**src/dsup_pkg.sv**
```systemverilog
// Shared types, codes, register defaults and transition tables of the dosing supervisor.
package dsup_pkg;

    localparam int CFG_W   = 20;
    localparam int ADDR_W  = 5;
    localparam int PDATA_W = 32;
    localparam int PIDX_W  = 2;
    localparam int PUMP_FIELDS = 4;

    localparam logic [CFG_W-1:0] SYS_ERR_REC_RST  = 20'd5000;
    localparam logic [CFG_W-1:0] PUMP_COOL_RST    = 20'd300000;
    localparam logic [CFG_W-1:0] PUMP_DOSE_RST    = 20'd600000;
    localparam logic [CFG_W-1:0] SNS_ERR_REC_RST  = 20'd10000;
    localparam logic [CFG_W-1:0] SNS_WARM_RST     = 20'd5000;

    typedef enum logic [2:0] {
        OP_TICK = 3'd0,
        OP_SYS  = 3'd1,
        OP_PUMP = 3'd2,
        OP_SNS  = 3'd3,
        OP_CAL  = 3'd4,
        OP_STOP = 3'd5
    } t_op;

    typedef enum logic [2:0] {
        REG_SYS_ERR_REC = 3'd0,
        REG_PUMP_COOL   = 3'd1,
        REG_PUMP_DOSE   = 3'd2,
        REG_SNS_ERR_REC = 3'd3,
        REG_SNS_WARM    = 3'd4
    } t_reg_idx;

    typedef enum logic [2:0] {
        SYS_STARTUP  = 3'd0,
        SYS_INIT     = 3'd1,
        SYS_MONITOR  = 3'd2,
        SYS_DOSING   = 3'd3,
        SYS_CALIB    = 3'd4,
        SYS_ERROR    = 3'd5,
        SYS_MAINT    = 3'd6,
        SYS_SHUTDOWN = 3'd7
    } t_sys_state;

    typedef enum logic [2:0] {
        PMP_IDLE   = 3'd0,
        PMP_PRIME  = 3'd1,
        PMP_DOSING = 3'd2,
        PMP_COOL   = 3'd3,
        PMP_ERROR  = 3'd4,
        PMP_MAINT  = 3'd5
    } t_pump_state;

    typedef enum logic [2:0] {
        SNS_INIT   = 3'd0,
        SNS_WARM   = 3'd1,
        SNS_READ   = 3'd2,
        SNS_FILTER = 3'd3,
        SNS_READY  = 3'd4,
        SNS_ERROR  = 3'd5
    } t_sns_state;

    typedef struct packed {
        logic [CFG_W-1:0] sys_err_rec;
        logic [CFG_W-1:0] pump_cool;
        logic [CFG_W-1:0] pump_dose;
        logic [CFG_W-1:0] sns_err_rec;
        logic [CFG_W-1:0] sns_warm;
    } t_cfg;

    // One item as seen by the state units, with the update strobe.
    typedef struct packed {
        logic       fire;
        logic [2:0] op;
        logic [2:0] tgt;
    } t_step;

    typedef struct packed {
        logic       fire;
        logic       tick;
        logic       stop;
        logic       req;
        logic       sys_maint;
        logic [2:0] tgt;
    } t_pump_ctl;

    function automatic logic sys_ok(t_sys_state cur, logic [2:0] tgt);
        logic ok;
        ok = 1'b0;
        if (tgt == SYS_ERROR || tgt == SYS_MAINT || tgt == SYS_SHUTDOWN) begin
            ok = 1'b1;
        end else begin
            case (cur)
                SYS_STARTUP:  ok = (tgt == SYS_INIT);
                SYS_INIT:     ok = (tgt == SYS_MONITOR);
                SYS_MONITOR:  ok = (tgt == SYS_DOSING) || (tgt == SYS_CALIB);
                SYS_DOSING:   ok = (tgt == SYS_MONITOR);
                SYS_CALIB:    ok = (tgt == SYS_MONITOR);
                SYS_ERROR:    ok = (tgt == SYS_MONITOR) || (tgt == SYS_INIT);
                SYS_MAINT:    ok = (tgt == SYS_MONITOR);
                SYS_SHUTDOWN: ok = (tgt == SYS_STARTUP);
                default:      ok = 1'b0;
            endcase
        end
        return ok;
    endfunction

    function automatic logic pump_ok(t_pump_state cur, logic [2:0] tgt);
        logic ok;
        ok = 1'b0;
        if (tgt > PMP_MAINT) begin
            ok = 1'b0;
        end else if (tgt == PMP_IDLE || tgt == PMP_ERROR || tgt == PMP_MAINT) begin
            ok = 1'b1;
        end else begin
            case (cur)
                PMP_IDLE:   ok = (tgt == PMP_PRIME);
                PMP_PRIME:  ok = (tgt == PMP_DOSING);
                PMP_DOSING: ok = (tgt == PMP_COOL);
                default:    ok = 1'b0;
            endcase
        end
        return ok;
    endfunction

    function automatic logic sns_ok(t_sns_state cur, logic [2:0] tgt);
        logic ok;
        ok = 1'b0;
        if (tgt > SNS_ERROR) begin
            ok = 1'b0;
        end else if (tgt == SNS_ERROR) begin
            ok = 1'b1;
        end else begin
            case (cur)
                SNS_INIT:   ok = (tgt == SNS_READY);
                SNS_WARM:   ok = (tgt == SNS_READ);
                SNS_READ:   ok = (tgt == SNS_FILTER);
                SNS_FILTER: ok = (tgt == SNS_READY);
                SNS_READY:  ok = (tgt == SNS_WARM);
                SNS_ERROR:  ok = (tgt == SNS_INIT) || (tgt == SNS_READY);
                default:    ok = 1'b0;
            endcase
        end
        return ok;
    endfunction

endpackage

```
**src/dosing_supervisor_fsm.sv**
```systemverilog
// Each item waits in the input register; its result is held in the result register.
// One item per cycle while results are taken; all checks and counter updates sit between them.
// The input register takes a new item whenever it is empty or its item moves on to the result.
// Reset (synchronous, active low): system startup, sensor init, calibration idle, all pumps idle,
// all elapsed counters zero, limit registers at their defaults, both stages empty.
// Top level of the dosing supervisor.
module dosing_supervisor_fsm #(
    parameter int NUM_PUMPS    = 4,
    parameter int ELAPSED_BITS = 20
) (
    input  logic                            i_clk,
    input  logic                            i_rst_n,
    input  logic                            i_in_valid,
    output logic                            o_in_ready,
    input  logic [2:0]                      i_op,
    input  logic [2:0]                      i_target_state,
    input  logic [1:0]                      i_pump_sel,
    output logic                            o_out_valid,
    input  logic                            i_out_ready,
    output logic                            o_accepted,
    output logic [2:0]                      o_system_now,
    output logic [2:0]                      o_sensor_now,
    output logic                            o_calibration_now,
    output logic [2:0]                      o_pump0_now,
    output logic [2:0]                      o_pump1_now,
    output logic [2:0]                      o_pump2_now,
    output logic [2:0]                      o_pump3_now,
    input  logic                            psel,
    input  logic                            penable,
    input  logic                            pwrite,
    input  logic [dsup_pkg::ADDR_W-1:0]     paddr,
    input  logic [dsup_pkg::PDATA_W-1:0]    pwdata,
    output logic [dsup_pkg::PDATA_W-1:0]    prdata,
    output logic                            pready
);

    logic       r_in_vld;
    logic [2:0] r_op, r_tgt;
    logic [1:0] r_pidx;
    logic       r_out_vld;
    logic       r_acc, r_cal;
    logic [2:0] r_sys, r_sns;
    logic [2:0] r_pump [dsup_pkg::PUMP_FIELDS];

    logic                   w_fire;
    dsup_pkg::t_cfg         w_cfg;
    dsup_pkg::t_step        w_step;
    dsup_pkg::t_sys_state   w_sys_cur, w_sys_next;
    dsup_pkg::t_sns_state   w_sns_next;
    logic                   w_cal_next, w_acc;
    logic [NUM_PUMPS-1:0]   w_pump_acc;
    dsup_pkg::t_pump_state  w_pump_next [NUM_PUMPS];
    logic [2:0]             w_pump_out  [dsup_pkg::PUMP_FIELDS];

    assign w_fire     = r_in_vld && (!r_out_vld || i_out_ready);
    assign o_in_ready = !r_in_vld || w_fire;

    always_ff @(posedge i_clk) begin
        if (!i_rst_n) begin
            r_in_vld <= 1'b0;
        end else if (o_in_ready) begin
            r_in_vld <= i_in_valid;
        end
    end

    always_ff @(posedge i_clk) begin
        if (i_in_valid && o_in_ready) begin
            r_op   <= i_op;
            r_tgt  <= i_target_state;
            r_pidx <= i_pump_sel;
        end
    end

    assign w_step.fire = w_fire;
    assign w_step.op   = r_op;
    assign w_step.tgt  = r_tgt;

    dsup_apb_regs u_regs (
        .i_clk   (i_clk),
        .i_rst_n (i_rst_n),
        .psel    (psel),
        .penable (penable),
        .pwrite  (pwrite),
        .paddr   (paddr),
        .pwdata  (pwdata),
        .prdata  (prdata),
        .pready  (pready),
        .o_cfg   (w_cfg)
    );

    dsup_main #(.ELAPSED_BITS(ELAPSED_BITS)) u_main (
        .i_clk      (i_clk),
        .i_rst_n    (i_rst_n),
        .i_step     (w_step),
        .i_cfg      (w_cfg),
        .i_pump_acc (|w_pump_acc),
        .o_sys_cur  (w_sys_cur),
        .o_sys_next (w_sys_next),
        .o_sns_next (w_sns_next),
        .o_cal_next (w_cal_next),
        .o_acc      (w_acc)
    );

    for (genvar i = 0; i < NUM_PUMPS; i++) begin : g_pump
        dsup_pkg::t_pump_ctl w_ctl;
        logic                w_hit;

        // Only the first four pumps can be addressed by the index field.
        if (i < dsup_pkg::PUMP_FIELDS) begin : g_addr
            assign w_hit = (r_pidx == dsup_pkg::PIDX_W'(i));
        end else begin : g_noaddr
            assign w_hit = 1'b0;
        end

        assign w_ctl.fire      = w_fire;
        assign w_ctl.tick      = (r_op == dsup_pkg::OP_TICK);
        assign w_ctl.stop      = (r_op == dsup_pkg::OP_STOP);
        assign w_ctl.req       = (r_op == dsup_pkg::OP_PUMP) && w_hit;
        assign w_ctl.sys_maint = (w_sys_cur == dsup_pkg::SYS_MAINT);
        assign w_ctl.tgt       = r_tgt;

        dsup_pump #(.ELAPSED_BITS(ELAPSED_BITS)) u_pump (
            .i_clk     (i_clk),
            .i_rst_n   (i_rst_n),
            .i_ctl     (w_ctl),
            .i_cool_ms (w_cfg.pump_cool),
            .i_dose_ms (w_cfg.pump_dose),
            .o_next    (w_pump_next[i]),
            .o_acc     (w_pump_acc[i])
        );
    end

    for (genvar k = 0; k < dsup_pkg::PUMP_FIELDS; k++) begin : g_field
        if (k < NUM_PUMPS) begin : g_live
            assign w_pump_out[k] = w_pump_next[k];
        end else begin : g_absent
            assign w_pump_out[k] = 3'd0;
        end
    end

    always_ff @(posedge i_clk) begin
        if (!i_rst_n) begin
            r_out_vld <= 1'b0;
        end else if (w_fire) begin
            r_out_vld <= 1'b1;
        end else if (i_out_ready) begin
            r_out_vld <= 1'b0;
        end
    end

    always_ff @(posedge i_clk) begin
        if (w_fire) begin
            r_acc <= w_acc;
            r_sys <= w_sys_next;
            r_sns <= w_sns_next;
            r_cal <= w_cal_next;
            for (int k = 0; k < dsup_pkg::PUMP_FIELDS; k++) begin
                r_pump[k] <= w_pump_out[k];
            end
        end
    end

    assign o_out_valid       = r_out_vld;
    assign o_accepted        = r_acc;
    assign o_system_now      = r_sys;
    assign o_sensor_now      = r_sns;
    assign o_calibration_now = r_cal;
    assign o_pump0_now       = r_pump[0];
    assign o_pump1_now       = r_pump[1];
    assign o_pump2_now       = r_pump[2];
    assign o_pump3_now       = r_pump[3];

    // An emergency stop always lands the system in error and the sensor in ready.
    a_stop_safe: assert property (@(posedge i_clk) disable iff (!i_rst_n)
        w_fire && r_op == dsup_pkg::OP_STOP |=>
            o_accepted && o_system_now == dsup_pkg::SYS_ERROR
            && o_sensor_now == dsup_pkg::SNS_READY)
        else $error("emergency stop did not force safe states");

    // Ticks are always accepted.
    a_tick_acc: assert property (@(posedge i_clk) disable iff (!i_rst_n)
        w_fire && r_op == dsup_pkg::OP_TICK |=> o_accepted)
        else $error("tick reported as rejected");

    // Unknown operations are rejected and leave the system machine alone.
    a_bad_op: assert property (@(posedge i_clk) disable iff (!i_rst_n)
        w_fire && r_op > dsup_pkg::OP_STOP |=>
            !o_accepted && o_system_now == $past(w_sys_cur))
        else $error("unknown operation changed state or was accepted");

    // A result waiting for the consumer is overwritten only when it is taken.
    a_no_overwrite: assert property (@(posedge i_clk) disable iff (!i_rst_n)
        w_fire |-> !r_out_vld || i_out_ready)
        else $error("result register overwritten while stalled");

endmodule

```
**src/dsup_apb_regs.sv**
```systemverilog
// APB register file holding the five timeout limits.
module dsup_apb_regs (
    input  logic                            i_clk,
    input  logic                            i_rst_n,
    input  logic                            psel,
    input  logic                            penable,
    input  logic                            pwrite,
    input  logic [dsup_pkg::ADDR_W-1:0]     paddr,
    input  logic [dsup_pkg::PDATA_W-1:0]    pwdata,
    output logic [dsup_pkg::PDATA_W-1:0]    prdata,
    output logic                            pready,
    output dsup_pkg::t_cfg                  o_cfg
);

    dsup_pkg::t_cfg r_cfg;
    logic [2:0]     w_idx;
    logic           w_wr;

    assign w_idx  = paddr[dsup_pkg::ADDR_W-1:2];
    assign w_wr   = psel && penable && pwrite;
    assign pready = 1'b1;
    assign o_cfg  = r_cfg;

    always_ff @(posedge i_clk) begin
        if (!i_rst_n) begin
            r_cfg.sys_err_rec <= dsup_pkg::SYS_ERR_REC_RST;
            r_cfg.pump_cool   <= dsup_pkg::PUMP_COOL_RST;
            r_cfg.pump_dose   <= dsup_pkg::PUMP_DOSE_RST;
            r_cfg.sns_err_rec <= dsup_pkg::SNS_ERR_REC_RST;
            r_cfg.sns_warm    <= dsup_pkg::SNS_WARM_RST;
        end else if (w_wr) begin
            case (dsup_pkg::t_reg_idx'(w_idx))
                dsup_pkg::REG_SYS_ERR_REC: r_cfg.sys_err_rec <= pwdata[dsup_pkg::CFG_W-1:0];
                dsup_pkg::REG_PUMP_COOL:   r_cfg.pump_cool   <= pwdata[dsup_pkg::CFG_W-1:0];
                dsup_pkg::REG_PUMP_DOSE:   r_cfg.pump_dose   <= pwdata[dsup_pkg::CFG_W-1:0];
                dsup_pkg::REG_SNS_ERR_REC: r_cfg.sns_err_rec <= pwdata[dsup_pkg::CFG_W-1:0];
                dsup_pkg::REG_SNS_WARM:    r_cfg.sns_warm    <= pwdata[dsup_pkg::CFG_W-1:0];
                default: ;
            endcase
        end
    end

    always_comb begin
        case (dsup_pkg::t_reg_idx'(w_idx))
            dsup_pkg::REG_SYS_ERR_REC: prdata = dsup_pkg::PDATA_W'(r_cfg.sys_err_rec);
            dsup_pkg::REG_PUMP_COOL:   prdata = dsup_pkg::PDATA_W'(r_cfg.pump_cool);
            dsup_pkg::REG_PUMP_DOSE:   prdata = dsup_pkg::PDATA_W'(r_cfg.pump_dose);
            dsup_pkg::REG_SNS_ERR_REC: prdata = dsup_pkg::PDATA_W'(r_cfg.sns_err_rec);
            dsup_pkg::REG_SNS_WARM:    prdata = dsup_pkg::PDATA_W'(r_cfg.sns_warm);
            default:                   prdata = '0;
        endcase
    end

endmodule

```
**src/dsup_pump.sv**
```systemverilog
// One pump state machine with its saturating elapsed counter.
module dsup_pump #(
    parameter int ELAPSED_BITS = 20
) (
    input  logic                            i_clk,
    input  logic                            i_rst_n,
    input  dsup_pkg::t_pump_ctl             i_ctl,
    input  logic [dsup_pkg::CFG_W-1:0]      i_cool_ms,
    input  logic [dsup_pkg::CFG_W-1:0]      i_dose_ms,
    output dsup_pkg::t_pump_state           o_next,
    output logic                            o_acc
);

    localparam int CMP_W = (ELAPSED_BITS > dsup_pkg::CFG_W) ? ELAPSED_BITS : dsup_pkg::CFG_W;

    dsup_pkg::t_pump_state r_mode, n_mode;
    logic [ELAPSED_BITS-1:0] r_el, n_el, w_bump;

    assign w_bump = (&r_el) ? r_el : r_el + 1'b1;

    always_ff @(posedge i_clk) begin
        if (!i_rst_n) begin
            r_mode <= dsup_pkg::PMP_IDLE;
            r_el   <= '0;
        end else if (i_ctl.fire) begin
            r_mode <= n_mode;
            r_el   <= n_el;
        end
    end

    always_comb begin
        n_mode = r_mode;
        n_el   = r_el;
        o_acc  = 1'b0;
        if (i_ctl.tick) begin
            n_el = w_bump;
            // Maintenance of the system pulls every busy pump into maintenance.
            if (i_ctl.sys_maint && r_mode != dsup_pkg::PMP_MAINT
                    && r_mode != dsup_pkg::PMP_IDLE) begin
                n_mode = dsup_pkg::PMP_MAINT;
                n_el   = '0;
            end else if (r_mode == dsup_pkg::PMP_COOL
                    && CMP_W'(w_bump) > CMP_W'(i_cool_ms)) begin
                n_mode = dsup_pkg::PMP_IDLE;
                n_el   = '0;
            end else if (r_mode == dsup_pkg::PMP_DOSING
                    && CMP_W'(w_bump) > CMP_W'(i_dose_ms)) begin
                n_mode = dsup_pkg::PMP_ERROR;
                n_el   = '0;
            end
        end else if (i_ctl.stop) begin
            n_mode = dsup_pkg::PMP_IDLE;
            n_el   = '0;
        end else if (i_ctl.req && dsup_pkg::pump_ok(r_mode, i_ctl.tgt)) begin
            n_mode = dsup_pkg::t_pump_state'(i_ctl.tgt);
            n_el   = '0;
            o_acc  = 1'b1;
        end
    end

    assign o_next = n_mode;

endmodule

```
**src/dsup_main.sv**
```systemverilog
// System machine, sensor machine and calibration flag with their counters.
module dsup_main #(
    parameter int ELAPSED_BITS = 20
) (
    input  logic                    i_clk,
    input  logic                    i_rst_n,
    input  dsup_pkg::t_step         i_step,
    input  dsup_pkg::t_cfg          i_cfg,
    input  logic                    i_pump_acc,
    output dsup_pkg::t_sys_state    o_sys_cur,
    output dsup_pkg::t_sys_state    o_sys_next,
    output dsup_pkg::t_sns_state    o_sns_next,
    output logic                    o_cal_next,
    output logic                    o_acc
);

    localparam int CMP_W = (ELAPSED_BITS > dsup_pkg::CFG_W) ? ELAPSED_BITS : dsup_pkg::CFG_W;

    dsup_pkg::t_sys_state r_sys, n_sys;
    dsup_pkg::t_sns_state r_sns, n_sns;
    logic r_cal, n_cal;
    logic [ELAPSED_BITS-1:0] r_sys_el, n_sys_el, r_sns_el, n_sns_el;
    logic [ELAPSED_BITS-1:0] w_sys_bump, w_sns_bump;

    assign w_sys_bump = (&r_sys_el) ? r_sys_el : r_sys_el + 1'b1;
    assign w_sns_bump = (&r_sns_el) ? r_sns_el : r_sns_el + 1'b1;

    always_ff @(posedge i_clk) begin
        if (!i_rst_n) begin
            r_sys    <= dsup_pkg::SYS_STARTUP;
            r_sns    <= dsup_pkg::SNS_INIT;
            r_cal    <= 1'b0;
            r_sys_el <= '0;
            r_sns_el <= '0;
        end else if (i_step.fire) begin
            r_sys    <= n_sys;
            r_sns    <= n_sns;
            r_cal    <= n_cal;
            r_sys_el <= n_sys_el;
            r_sns_el <= n_sns_el;
        end
    end

    always_comb begin
        n_sys    = r_sys;
        n_sns    = r_sns;
        n_cal    = r_cal;
        n_sys_el = r_sys_el;
        n_sns_el = r_sns_el;
        o_acc    = 1'b0;
        case (dsup_pkg::t_op'(i_step.op))
            dsup_pkg::OP_TICK: begin
                o_acc    = 1'b1;
                n_sys_el = w_sys_bump;
                n_sns_el = w_sns_bump;
                if (r_sys == dsup_pkg::SYS_ERROR
                        && CMP_W'(w_sys_bump) > CMP_W'(i_cfg.sys_err_rec)) begin
                    n_sys    = dsup_pkg::SYS_MONITOR;
                    n_sys_el = '0;
                end
                if (r_sns == dsup_pkg::SNS_ERROR
                        && CMP_W'(w_sns_bump) > CMP_W'(i_cfg.sns_err_rec)) begin
                    n_sns    = dsup_pkg::SNS_READY;
                    n_sns_el = '0;
                end else if (r_sns == dsup_pkg::SNS_WARM
                        && CMP_W'(w_sns_bump) > CMP_W'(i_cfg.sns_warm)) begin
                    n_sns    = dsup_pkg::SNS_ERROR;
                    n_sns_el = '0;
                end
            end
            dsup_pkg::OP_SYS: begin
                if (dsup_pkg::sys_ok(r_sys, i_step.tgt)) begin
                    n_sys    = dsup_pkg::t_sys_state'(i_step.tgt);
                    n_sys_el = '0;
                    o_acc    = 1'b1;
                end
            end
            dsup_pkg::OP_PUMP: o_acc = i_pump_acc;
            dsup_pkg::OP_SNS: begin
                if (dsup_pkg::sns_ok(r_sns, i_step.tgt)) begin
                    n_sns    = dsup_pkg::t_sns_state'(i_step.tgt);
                    n_sns_el = '0;
                    o_acc    = 1'b1;
                end
            end
            dsup_pkg::OP_CAL: begin
                if (i_step.tgt[2:1] == 2'b00) begin
                    n_cal = i_step.tgt[0];
                    o_acc = 1'b1;
                end
            end
            dsup_pkg::OP_STOP: begin
                o_acc    = 1'b1;
                n_sys    = dsup_pkg::SYS_ERROR;
                n_sys_el = '0;
                n_sns    = dsup_pkg::SNS_READY;
                n_sns_el = '0;
            end
            default: ;
        endcase
    end

    assign o_sys_cur  = r_sys;
    assign o_sys_next = n_sys;
    assign o_sns_next = n_sns;
    assign o_cal_next = n_cal;

endmodule

```
**config.mk**
```make
export PLATFORM = sky130hd
export DESIGN_NAME = dosing_supervisor_fsm
export DESIGN_NICKNAME = d
export VERILOG_FILES = /design/src/dsup_pkg.sv /design/src/dosing_supervisor_fsm.sv /design/src/dsup_apb_regs.sv /design/src/dsup_pump.sv /design/src/dsup_main.sv
export SDC_FILE = /design/constraint.sdc
export NUM_CORES = 1
export LEC_CHECK = 0
export BUFFER_PORTS_ARGS = -buffer_cell sky130_fd_sc_hd__buf_4
export CAP_MARGIN = 40
export CORE_ASPECT_RATIO = 2
export CORE_UTILIZATION = 25
export CTS_CLUSTER_DIAMETER = 120
export DETAILED_ROUTE_END_ITERATION = 10
export HOLD_SLACK_MARGIN = 0.05
export PLACE_DENSITY = 0.48
export REMOVE_ABC_BUFFERS = 1
export SYNTH_ARGS = -nofsm -noshare
export SYNTH_HDL_FRONTEND = slang
export SYNTH_SLANG_ARGS = --single-unit
export TNS_END_PERCENT = 10
```
**constraint.sdc**
```tcl
create_clock -name i_clk -period 11.38 [get_ports i_clk]
set_clock_uncertainty 0.05 [all_clocks]
set_input_delay 1.707 -clock i_clk [delete_from_list [all_inputs] [get_ports i_clk]]
set_output_delay 1.707 -clock i_clk [all_outputs]
set_load 0.01 [all_outputs]
```
# Word-level counts from Yosys, hierarchy flattened
# Memory sizes are Yosys's and may differ from the RTL's.
# Cells that the tools add are included.
dict set report totals {
  ff_bits 257
  ram_bits 12
  input_bits 52
  output_inout_bits 55
  mem_count 1
}
# name words word_bits rd rd_ports_with_merged_regs write_ports line
set mem_list {}
lappend mem_list {r_pump 4 3 4 0 4 dosing_supervisor_fsm.sv:43} ;# logic [2:0] r_pump [dsup_pkg::PUMP_FIELDS];
dict set report op_classes {
  add_sub_neg 6
  magnitude_cmp 12
  n_eq_ne 49
  muxes 118
  reduce_logical 84
}
# operator n
set op_table {}
lappend op_table {{20-bit two-way mux} 35}
lappend op_table {{20-bit greater-than comparator} 11}
lappend op_table {{20-bit by 1-bit adder with 20-bit output (second input constant)} 6}
lappend op_table {{20-bit case mux with 3 select lines} 2}
lappend op_table {{20-bit AND reduction} 6}
lappend op_table {{20-bit case mux with 5 select lines} 1}
lappend op_table {{3-bit two-way mux} 29}
lappend op_table {{3-bit by 2-bit == test with 1-bit output (second input constant)} 18}
lappend op_table {{1-bit two-way mux} 42}
lappend op_table {{3-bit == test (second input constant)} 13}
lappend op_table {{1-bit logical AND} 31}
lappend op_table {{3-bit nonzero test} 10}
lappend op_table {{3-bit by 1-bit == test with 1-bit output (second input constant)} 9}
lappend op_table {{3-bit logical NOT} 9}
lappend op_table {{3-bit case mux with 3 select lines} 2}
lappend op_table {{2-bit AND reduction} 9}
lappend op_table {{1-bit case mux with 5 select lines} 3}
lappend op_table {{3-bit != test (second input constant)} 4}
lappend op_table {{1-bit case mux with 3 select lines} 4}
lappend op_table {{1-bit logical OR} 8}
lappend op_table {{4-bit OR reduction} 2}
lappend op_table {{3-bit AND reduction} 2}
lappend op_table {{2-bit == test (second input constant)} 2}
lappend op_table {{2-bit logical NOT} 2}
lappend op_table {{6 further kinds} 9}

# Depth between registers and ports, before layout
# Gate-level depths: netlist of the first run.
dict set report depth {
  depth_word 13
  ltp_mapped 19
}

# By module
# From an unflattened synthesis of the first run, not the netlist that was laid out.
dict set report hier_totals {
  cells_unflattened 2463
  hier_area_um2 20505.9
}
# mod n_inst cells_each area_per_inst_um2 seq_area_each_um2
set by_module_without_submodules {}
lappend by_module_without_submodules {{dsup_pump at g_pump[1].u_pump ...} 2 324 2482.4 460.4}
lappend by_module_without_submodules {dsup_apb_regs 1 496 4689.5 2001.9}
lappend by_module_without_submodules {dsup_main 1 591 4662.0 940.9}
lappend by_module_without_submodules {{dsup_pump at g_pump[3].u_pump} 1 337 2602.5 460.4}
lappend by_module_without_submodules {{dsup_pump at g_pump[0].u_pump} 1 344 2591.2 460.4}
lappend by_module_without_submodules {dosing_supervisor_fsm 1 47 996.0 880.8}

# Worst setup path after synthesis of the first run
# OpenSTA, ideal clock, no wires.
dict set report synth_timing {
  kind {input port to output port}
  from {input paddr[3] (netlist name)}
  to {output prdata[10] (netlist name)}
  arrival_time_ps 3032
  t_required_ps 9623
  slack_ps 6591
  stages 6
  n_path_buf 3
  cell_sequence {clkbuf_1 -> inv_1 -> nor3_1 -> clkbuf_1 -> buf_1 -> a221o_1}
}
dict set report synth_between {
  elab_chain_cells 2
  elab_cells_between_ends 6
  cone_classes {eq/ne (4); mux (1); reduce/logical (1)}
}
# element line
set synth_rtl {}
lappend synth_rtl {{start: declaration} dosing_supervisor_fsm.sv:31} ;# input logic [dsup_pkg::ADDR_W-1:0] paddr,
lappend synth_rtl {{3-bit == test (tied with other cells)} dsup_apb_regs.sv:44} ;# case (dsup_pkg::t_reg_idx'(w_idx))
lappend synth_rtl {{20-bit case mux with 5 select lines *} dsup_apb_regs.sv:44}
lappend synth_rtl {{end: declaration} dosing_supervisor_fsm.sv:33} ;# output logic [dsup_pkg::PDATA_W-1:0] prdata,
# Mark *: on every way between the ends. The rest lies on a longest branch, timed or not.

# Worst setup path in the final report of the first run
dict set report layout_timing {
  from {register u_main.r_sns_el[6]}
  to {register u_main.r_sns_el[15]}
}
dict set report layout_between {
  elab_chain_cells 7
  elab_cells_between_ends 10
  cone_classes {add/sub (1); order compare (2); mux (4); reduce/logical (3)}
}
# element line
set layout_rtl {}
lappend layout_rtl {{start: declaration} dsup_main.sv:22} ;# logic [ELAPSED_BITS-1:0] r_sys_el, n_sys_el, r_sns_el, n_sns_el;
lappend layout_rtl {{start signal: assignment} dsup_main.sv:40} ;# r_sns_el <= n_sns_el;
lappend layout_rtl {{20-bit by 1-bit adder with 20-bit output / 20-bit AND reduction (equally long branches)} dsup_main.sv:26} ;# assign w_sns_bump = (&r_sns_el) ? r_sns_el : r_sns_el + 1'b1;
lappend layout_rtl {{20-bit two-way mux *} dsup_main.sv:26}
lappend layout_rtl {{20-bit greater-than comparator} dsup_main.sv:66} ;# && CMP_W'(w_sns_bump) > CMP_W'(i_cfg.sns_warm)) begin
lappend layout_rtl {{1-bit logical AND} dsup_main.sv:66}
lappend layout_rtl {{20-bit two-way mux} dsup_main.sv:65} ;# end else if (r_sns == dsup_pkg::SNS_WARM
lappend layout_rtl {{20-bit two-way mux *} dsup_main.sv:61} ;# if (r_sns == dsup_pkg::SNS_ERROR
lappend layout_rtl {{20-bit case mux with 3 select lines *} dsup_main.sv:51} ;# case (dsup_pkg::t_op'(i_step.op))
# Marked as above.
# A chain may end at the register's enable or synchronous reset.

==> results of run 1 <==
## area by class of cell
| cell class | instances | area (µm²) |
|---|---|---|
| flip-flops and latches | 269 | 5670 |
| inverters | 129 | 487 |
| well taps | 1022 | 1280 |
| multi-input cells | 1931 | 12800 |
| clock inverters | 13 | 158 |
| fillers | 8373 | 54900 |
| repair buffers | 109 | 906 |
| clock buffers | 35 | 746 |
## power by group through the flow
stage                     combinational [mW]  clock (mW)  sequential (mW)
after floorplan                       0.0867           0             1.01
after global placement                 0.178           0             1.01
after detailed placement               0.180           0             1.01
after CTS                              0.180       0.993            0.989
after global routing                   0.194        1.02            0.991
final                                  0.179       0.964            0.989
## final timing paths
| kind | start | to | slack (ps) | depth (start not counted) |
|---|---|---|---|---|
| hold / removal | u_regs.o_cfg[84] | u_regs.o_cfg[84] | 420 | 2 |
| setup / recovery | u_main.r_sns_el[6] | u_main.r_sns_el[15] | 5520 | 15 |
| setup reg to reg | u_main.r_sns_el[6] | u_main.r_sns_el[15] | 5520 | 15 |
| hold reg to reg | u_regs.o_cfg[84] | u_regs.o_cfg[84] | 420 | 2 |
## flip-flops by register name, summed over array words and instances, names as in the netlist, 2 cells and up
register              flops
u_regs.o_cfg            100
g_pump.u_pump.r_el       80
u_main.r_sns_el          20
u_main.r_sys_el          20
g_pump.u_pump.r_mode     12
r_pump                   12
o_sensor_now              3
o_system_now              3
r_op                      3
r_tgt                     3
u_main.o_sys_cur          3
u_main.r_sns              3
r_pidx                    2
## worst min-delay path: stages, from the launching register on
cell     delay, ps
dfxtp_1        320
nand2_1         50
a21oi_1         50
## cells in the final DEF, fill, tap and decap left out, types with 13 or more instances in the layout
cell type    n
nand2_1    412
dfxtp_1    241
ha_1       226
a21oi_1    225
inv_1      127
nand3_1    115
nor2_1     102
buf_4      101
o21ai_0     88
xnor2_1     69
nand4_1     60
a21o_1      44
o211ai_1    41
nor3_1      40
nand2b_1    34
and3_1      33
a31oi_1     28
edfxtp_1    28
clkbuf_16   27
and4_1      26
xor2_1      25
mux2i_1     24
a221o_1     22
nand3b_1    21
nor2b_1     20
a32o_1      19
a22o_1      17
nor4_1      14
and2_1      14
o21a_1      14
mux2_2      14
conb_1      13
## per-layer routing
metal	part of all wire, %	global-route usage [%]
met5	0	0
met4	9.6	16.3
met3	3.2	1.72
met2	53	36.2
met1	34	18.3
## synthesized netlist by cell type (all sizes together), types with 35 or more instances
library cell,number,share of area [%]
xnor2,69,3.1
clkbuf,84,1.6
o211ai,41,1.6
a21oi,228,5.9
nand4,61,2.0
dfxtp,241,25
ha,226,15
nor3,46,1.2
buf,44,1.3
nand2,412,8.0
o21ai,94,2.4
inv,129,2.5
nor2,103,2.0
nand3,115,3.0
nand2b,35,1.2
a21o,44,1.7
## cells by family after synthesis
family	Yosys count	share of synthesized area (%)
adder cells (fa/ha/maj)	226	14.6
AND/OR/NAND/NOR	952	24.1
other	2	0.0387
XOR/XNOR	94	4.25
AO/OA/AOI/OAI	607	20.3
buffers and inverters	257	5.39
flip-flops	269	29.2
multiplexers	39	2.17
## through the flow
stage          worst slack (ps)  instance area (µm²)  util (%)  std cells
6_report                   5520                22000      28.6       3508
5_1_grt                    5240                22000      28.6       3508
4_1_cts                    5610                22000      28.6       3508
3_5_place_dp               5640                21100      27.4       3460
3_3_place_gp               5550                20900      27.2       3450
2_1_floorplan              6420                18900         -       2329
==> impl_metrics.ini, run 1 <==
[die]
dieArea_um2 = 78800
ioPinCount = 107
core_area_um2 = 76900
die_x_um = 199
die_y_um = 396
start_util_pct = 25.2
rows = 144

[pwr]
internal_power_mw = 1.56
power_frac_seq_pct = 46.4
pwr-share-comb_pct = 8.4
p_per_area_nw_per_um2 = 97.0
p_leak_nw = 8.81
ir_worst_vdd_mv = 0.0960
switchingPower_mw = 0.571
clkPwrFrac_pct = 45.2
finalPower_mw = 2.13
swShare_pct = 26.8

[grt]
grt_overflow = 0
grt_pass1_vias = 18100
grt_max_degree = 123
grtUsageTotal_pct = 19.2
antenna_found_initial = 0
grt_first_pass_wirelength_um = 113000

[min_path]
hold_path.class = flop to flop

[synth]
synthCells = 2446
ys_seq_area_share_pct = 29.2
syn_avg_cell_area_um2 = 7.93
synthArstFlopShare_pct = 0
netlist_area_um2 = 19400
ys.flop_type = dfxtp_1
synth_edf_count = 28
yosysWarnings = 0
yosys_register_bits = 269
ys_types = 86

[worst_setup_path]
crit_path_max_incr_delay_ps = 720
worstSetupStartpointType = flop
cpMaxStageDelayCell = o31ai_1
crit_chain = and4_1 -> nand4_1 -> nor2_1 -> nand2_1 -> and4_1 -> xor2_1 -> ha_1 -> nand4_1 -> nor4_1 -> clkdlybuf4s15_2 -> a221o_1 -> o31ai_1 -> nand4_1 -> nor4_1 -> a211o_1
critical_path_class = flop to flop
critPathArrivalTime_ps = 6330
path_max_fanout = 14
cp_data_required_time_ps = 11850
cp_common_cell = nand4_1
critPathTopFamily = simple AND/OR/NAND/NOR gates
worstPathBufferInverterCount = 1
end_kind = flop

[detailed_routing]
via_count = 18200
drc = 0
wl_um = 76000
wire_per_inst_um = 21.7
drtAntennaViolNets = 0
vias_per_cell = 5.20
first_pass_iters = 5
drt_iter0_drc = 952

[clock_network]
cts_buffer_depth = 3
cts_hold_buf = 0
clk_latency_ps = 610
clkTransAtPathRegs_ps = 70
cts_tree = yes
cts.sinks = 269
cts_root_buffer = clkbuf_16
cts_setup_buffers = 0
ctsResizeCount = 0
cts-buffers-inserted = 27
htree_levels = 1

[finish]
num_antenna_cells = 0
syn_to_final_growth_pct = 13.4
nets = 2745
drive_gt1_share_pct = 8.09

[run]
cap_violations = 0

[sta]
period_minus_slack_ps = 5860
hold_viol = 0
timing.hold.ws_ps = 422
maxSlewHeadroom_pct = 40.8
post-route-period-util_pct = 51.5
drv_slew = 0
rsz0062_at_grt = no
max_freq_mhz = 171
setup_viol = 0
worst_slew_pin_slew_ps = 875
fin_tns_setup_ps = 0

[run_status]
status = finished, final reports clean

[place]
io_buffers = 79
place_hpwl_um = 58700
gp_congestion = 0.940
Note: power is estimated with default switching activity, not from simulation.
==> inputs of run 2 (changes only) <==
clock period = 5.8 ns   (was 11.38 ns; I/O delays follow)
==> impl_metrics.ini, run 2 (synthesis gave the netlist of run 1 again) <==
[detailed_routing]
vias_per_cell = 5.22
drt_iter0_drc = 938
wire_per_inst_um = 21.7
wl_um = 76400
first_pass_iters = 4
via_count = 18400
drc = 0
drtAntennaViolNets = 0

[min_path]
holdPathEnd = u_regs.o_cfg[35]
hold_path.class = flop to flop
hold_depth = 2
holdCritStartpoint = u_regs.o_cfg[35]

[clock_network]
cts_hold_buf = 0
cts_root_buffer = clkbuf_16
cts-buffers-inserted = 26
cts_buffer_depth = 3
clkTransAtPathRegs_ps = 70
cts_tree = yes
cts.sinks = 269
clk_latency_ps = 580
htree_levels = 1
cts_setup_buffers = 0
ctsResizeCount = 0

[die]
die_x_um = 199
start_util_pct = 25.2
die_y_um = 396
dieArea_um2 = 78800
core_area_um2 = 76900
ioPinCount = 107
rows = 144

[sta]
period_minus_slack_ps = 5070
rsz0062_at_grt = no
max_freq_mhz = 197
worst_slack_ps = 735
post-route-period-util_pct = 87.3
fin_tns_setup_ps = 0
setup_viol = 0
maxSlewHeadroom_pct = 38.0
hold_viol = 0
drv_slew = 0
worst_slew_pin_slew_ps = 906

[finish]
final_cell_mix = nand2_1, dfxtp_1, ha_1
drive_gt1_share_pct = 8.71
layout_commonest_cell = nand2_1
nets = 2762
fillers = 8339
syn_to_final_growth_pct = 14.0
largest_register_ffs = 100

[worst_setup_path]
end_kind = flop
rrSetupSlack_ps = 730
worstSetupStartpointType = flop
r2r_cells = 18
r2r_start = u_main.r_sns_el[6]
path_max_fanout = 14
critPathArrivalTime_ps = 5540
critical_path_class = flop to flop
cp_data_required_time_ps = 6270
crit_path_max_incr_delay_ps = 490
crit_chain = and4_1 -> nand4_1 -> nor2_1 -> nand2_1 -> nand2_1 -> nor2_1 -> xor2_1 -> ha_1 -> and4_1 -> nor4bb_1 -> buf_4 -> a21boi_0 -> or4_1 -> o21ai_1 -> nand3_1 -> buf_4 -> o32ai_1 -> a21o_1
cpMaxStageDelayCell = dfxtp_1
rr_endpoint = u_main.r_sns_el[0]

[grt]
antenna_found_initial = 1
grtUsageTotal_pct = 19.3
grt_overflow = 0
grt_pass1_vias = 18400
grt_max_degree = 52
grt_first_pass_wirelength_um = 113000

[place]
io_buffers = 79
place_hpwl_um = 59700
gp_congestion = 0.930
dp_slack_ps = 729

[pwr]
ir_worst_vdd_mv = 0.184
p_per_area_nw_per_um2 = 186
finalPower_mw = 4.12
p_leak_nw = 8.88

[run_status]
status = finished, final reports clean

[run]
cap_violations = 0
run 2: final cells by class:
type / instances / area (µm²) / share of cell area [%]
Tap cell: 1022 / 1280 / 5.78
Antenna cell: 1 / 2.50 / 0.0113
Sequential cell: 269 / 5670 / 25.6
Timing Repair Buffer: 127 / 1070 / 4.85
Multi-Input combinational cell: 1931 / 12800 / 57.7
Clock buffer: 38 / 747 / 3.38
Clock inverter: 10 / 110 / 0.498
Inverter: 129 / 487 / 2.20
run 2: worst max-delay path by stage:
stage	start	end	slack (ps)	cells after the start
CTS	g_pump[2].u_pump.r_el[3]	g_pump[2].u_pump.r_el[11]	700	16
detailed placement	g_pump[2].u_pump.r_el[4]	g_pump[2].u_pump.r_el[15]	730	16
global placement	g_pump[2].u_pump.r_el[3]	g_pump[2].u_pump.r_el[15]	790	16
global route	g_pump[2].u_pump.r_el[4]	g_pump[2].u_pump.r_el[11]	420	16
finish	u_main.r_sns_el[6]	u_main.r_sns_el[0]	730	18
floorplan	g_pump[2].u_pump.r_el[4]	g_pump[2].u_pump.r_el[11]	1220	15
run 2: power breakdown:
part | total (mW) | switching [mW] | internal, mW
combinational | 0.359 | 0.236 | 0.123
sequential | 1.94 | 0.0363 | 1.90
clock | 1.82 | 0.831 | 0.985
total | 4.12 | 1.10 | 3.01
run 2: routing by layer:
metal | wire length [µm] | global-route usage [%] | vias up
li1 | - | - | 8921
met1 | 25800 | 17.9 | 8824
met2 | 41300 | 37.6 | 458
met3 | 2660 | 1.90 | 197
met4 | 6660 | 15.0 | 0
met5 | 0 | 0 | -
run 2: critical path: cells and delay by family, from the launching register on:
family                   cells  cell delay [ps]
AND/OR/NAND/NOR             10             2410
AO/OA/AOI/OAI                4              900
flip-flops                   1              490
XOR/XNOR                     1              410
buffers and inverters        2              390
adder cells (fa/ha/maj)      1              340
run 2: through the flow:
| step | util, % | cell area (µm²) | hold WS [ps] | instances |
|---|---|---|---|---|
| after floorplan | - | 18900 | 394 | 2329 |
| after global placement | 27.4 | 21100 | 409 | 3469 |
| after detailed placement | 27.6 | 21300 | 413 | 3478 |
| after CTS | 28.7 | 22100 | 394 | 3526 |
| after global routing | 28.7 | 22100 | 408 | 3527 |
| final | 28.7 | 22100 | 425 | 3527 |
==> inputs of run 3 (changes only) <==
ABC_AREA = 1   (was not set)
==> impl_metrics.ini, run 3 <==
[run_status]
status = finished, final reports clean

[worst_setup_path]
critical_path_class = flop to flop
crit_chain = ha_1 -> inv_1 -> nor2_2 -> nand2_1 -> nor2_1 -> nand2_1 -> o21ai_0 -> inv_1 -> ha_1 -> inv_1 -> nor2_1 -> nor2_1 -> o21ai_0 -> nand2_1 -> nand3_1 -> nand2_1 -> nand3b_1 -> nand2_1 -> nand2_1 -> inv_1
cp_common_cell = nand2_1
cp_data_required_time_ps = 6110
end_kind = flop
worstSetupStartpointType = flop
worstPathBufferInverterCount = 4
critPathArrivalTime_ps = 4710
path_max_fanout = 22
crit_path_max_incr_delay_ps = 490
cpMaxStageDelayCell = dfxtp_1
critPathTopFamily = simple AND/OR/NAND/NOR gates

[clock_network]
cts.sinks = 269
cts_buffer_depth = 3
cts_hold_buf = 0
clk_latency_ps = 620
clkTransAtPathRegs_ps = 70
cts_root_buffer = clkbuf_16
cts_tree = yes
ctsResizeCount = 0
htree_levels = 1
cts-buffers-inserted = 28
cts_setup_buffers = 0

[die]
start_util_pct = 25.2
die_y_um = 407
die_x_um = 204
ioPinCount = 107
rows = 148
core_area_um2 = 81300
dieArea_um2 = 83200

[grt]
grt_overflow = 0
grt_pass1_vias = 19800
grtUsageTotal_pct = 19.5
grt_first_pass_wirelength_um = 121000
antenna_found_initial = 6
grt_max_degree = 63

[finish]
syn_to_final_growth_pct = 12.2
stdcell_count = 4140
final_cell_mix = nand2_1, inv_1, a21oi_1
fillers = 8936
drive_gt1_share_pct = 7.13
final_area_um2 = 23000
largest_register_ffs = 100
layout_commonest_cell = nand2_1
nets = 3343

[synth]
syn_avg_cell_area_um2 = 6.72
synthCells = 3048
synth_common_cells = nand2_1, inv_1, a21oi_1, nor2_1, dfxtp_1
synth_edf_count = 28
synth_top_area_share_pct = 23.5
netlist_area_um2 = 20500
synthArstFlopShare_pct = 0
ys.flop_type = dfxtp_1
yosysWarnings = 0
synth_largest_area_cell = dfxtp_1
yosys_register_bits = 269
ys_seq_area_share_pct = 27.6
synth_area_leaders = dfxtp_1, nand2_1, ha_1
synth.most_common_cell = nand2_1
ys_types = 47

[detailed_routing]
drt-met1-wl_um = 28100
drc = 0
drtAntennaViolNets = 0
wire_per_inst_um = 19.8
wl_met3_um = 3150
drt_iter0_drc = 1194
top_layer = met5
via_count = 20200
first_pass_iters = 5
met2RoutedLength_um = 44400
vias_per_cell = 4.88
wl_um = 81900

[place]
dpl.cell_count = 4085
io_buffers = 79
place_hpwl_um = 63400
dpl-instance-area_um2 = 22100
gp_congestion = 0.897

[min_path]
hold_path.class = input port to flop

[sta]
setup_viol = 0
hold_viol = 0
post-route-period-util_pct = 75.9
maxSlewHeadroom_pct = 43.8
fin_tns_setup_ps = 0
max_freq_mhz = 227
worst_slew_pin_slew_ps = 841
rsz0062_at_grt = no
drv_slew = 0
period_minus_slack_ps = 4400

[pwr]
p_per_area_nw_per_um2 = 190
ir_worst_vdd_mv = 0.209
p_leak_nw = 10.3

[run]
cap_violations = 0
## run 3: final timing paths
check	depth (start not counted)	to	start	slack, ps
max reg2reg	20	r_pump[2][1]	g_pump[2].u_pump.r_el[0]	1400
min	1	r_tgt[1]	i_target_state[1]	400
max	20	r_pump[2][1]	g_pump[2].u_pump.r_el[0]	1400
min reg2reg	2	u_regs.o_cfg[36]	u_regs.o_cfg[36]	430
## run 3: cells by family (layout without fill, tap and decap cells)
logic type               Yosys count  count (layout)  share of synthesized area, %
AO/OA/AOI/OAI                    553             553                          14.8
XOR/XNOR                          90              90                          3.85
adder cells (fa/ha/maj)          226             226                          13.8
buffers and inverters            466             494                          9.62
flip-flops                       269             269                          27.6
other                              2              16                        0.0366
AND/OR/NAND/NOR                 1442            1442                          30.3
## run 3: layout make-up
cell class	instances	area [µm²]	area share [%]
flip-flops and latches	269	5670	24.6
clock buffers	34	763	3.32
clock inverters	18	160	0.696
repair buffers	110	933	4.06
well taps	1050	1310	5.71
multi-input cells	2324	12900	56.1
inverters	332	1260	5.46
diodes	3	7.51	0.0326
## run 3: through the flow
stage | utilization [%] | power, mW | setup WS [ps] | hold WS, ps
2_1_floorplan | - | 2.26 | 2160 | 399
3_3_place_gp | 26.9 | 2.47 | 1250 | 421
3_5_place_dp | 27.2 | 2.48 | 1430 | 423
4_1_cts | 28.3 | 4.42 | 1410 | 369
5_1_grt | 28.3 | 4.51 | 1020 | 383
6_report | 28.3 | 4.37 | 1400 | 397
## run 3: power breakdown
group,internal (mW),switching [mW],total [mW]
registers,1.92,0.0385,1.96
logic,0.149,0.334,0.483
clock network,1.03,0.901,1.93
total,3.10,1.27,4.37
## run 3: layer usage
metal | vias up | global-route usage (%)
li1 | 10200 | -
met1 | 9300 | 18.1
met2 | 513 | 38.7
met3 | 204 | 2.37
met4 | 6 | 13.1
met5 | - | 0
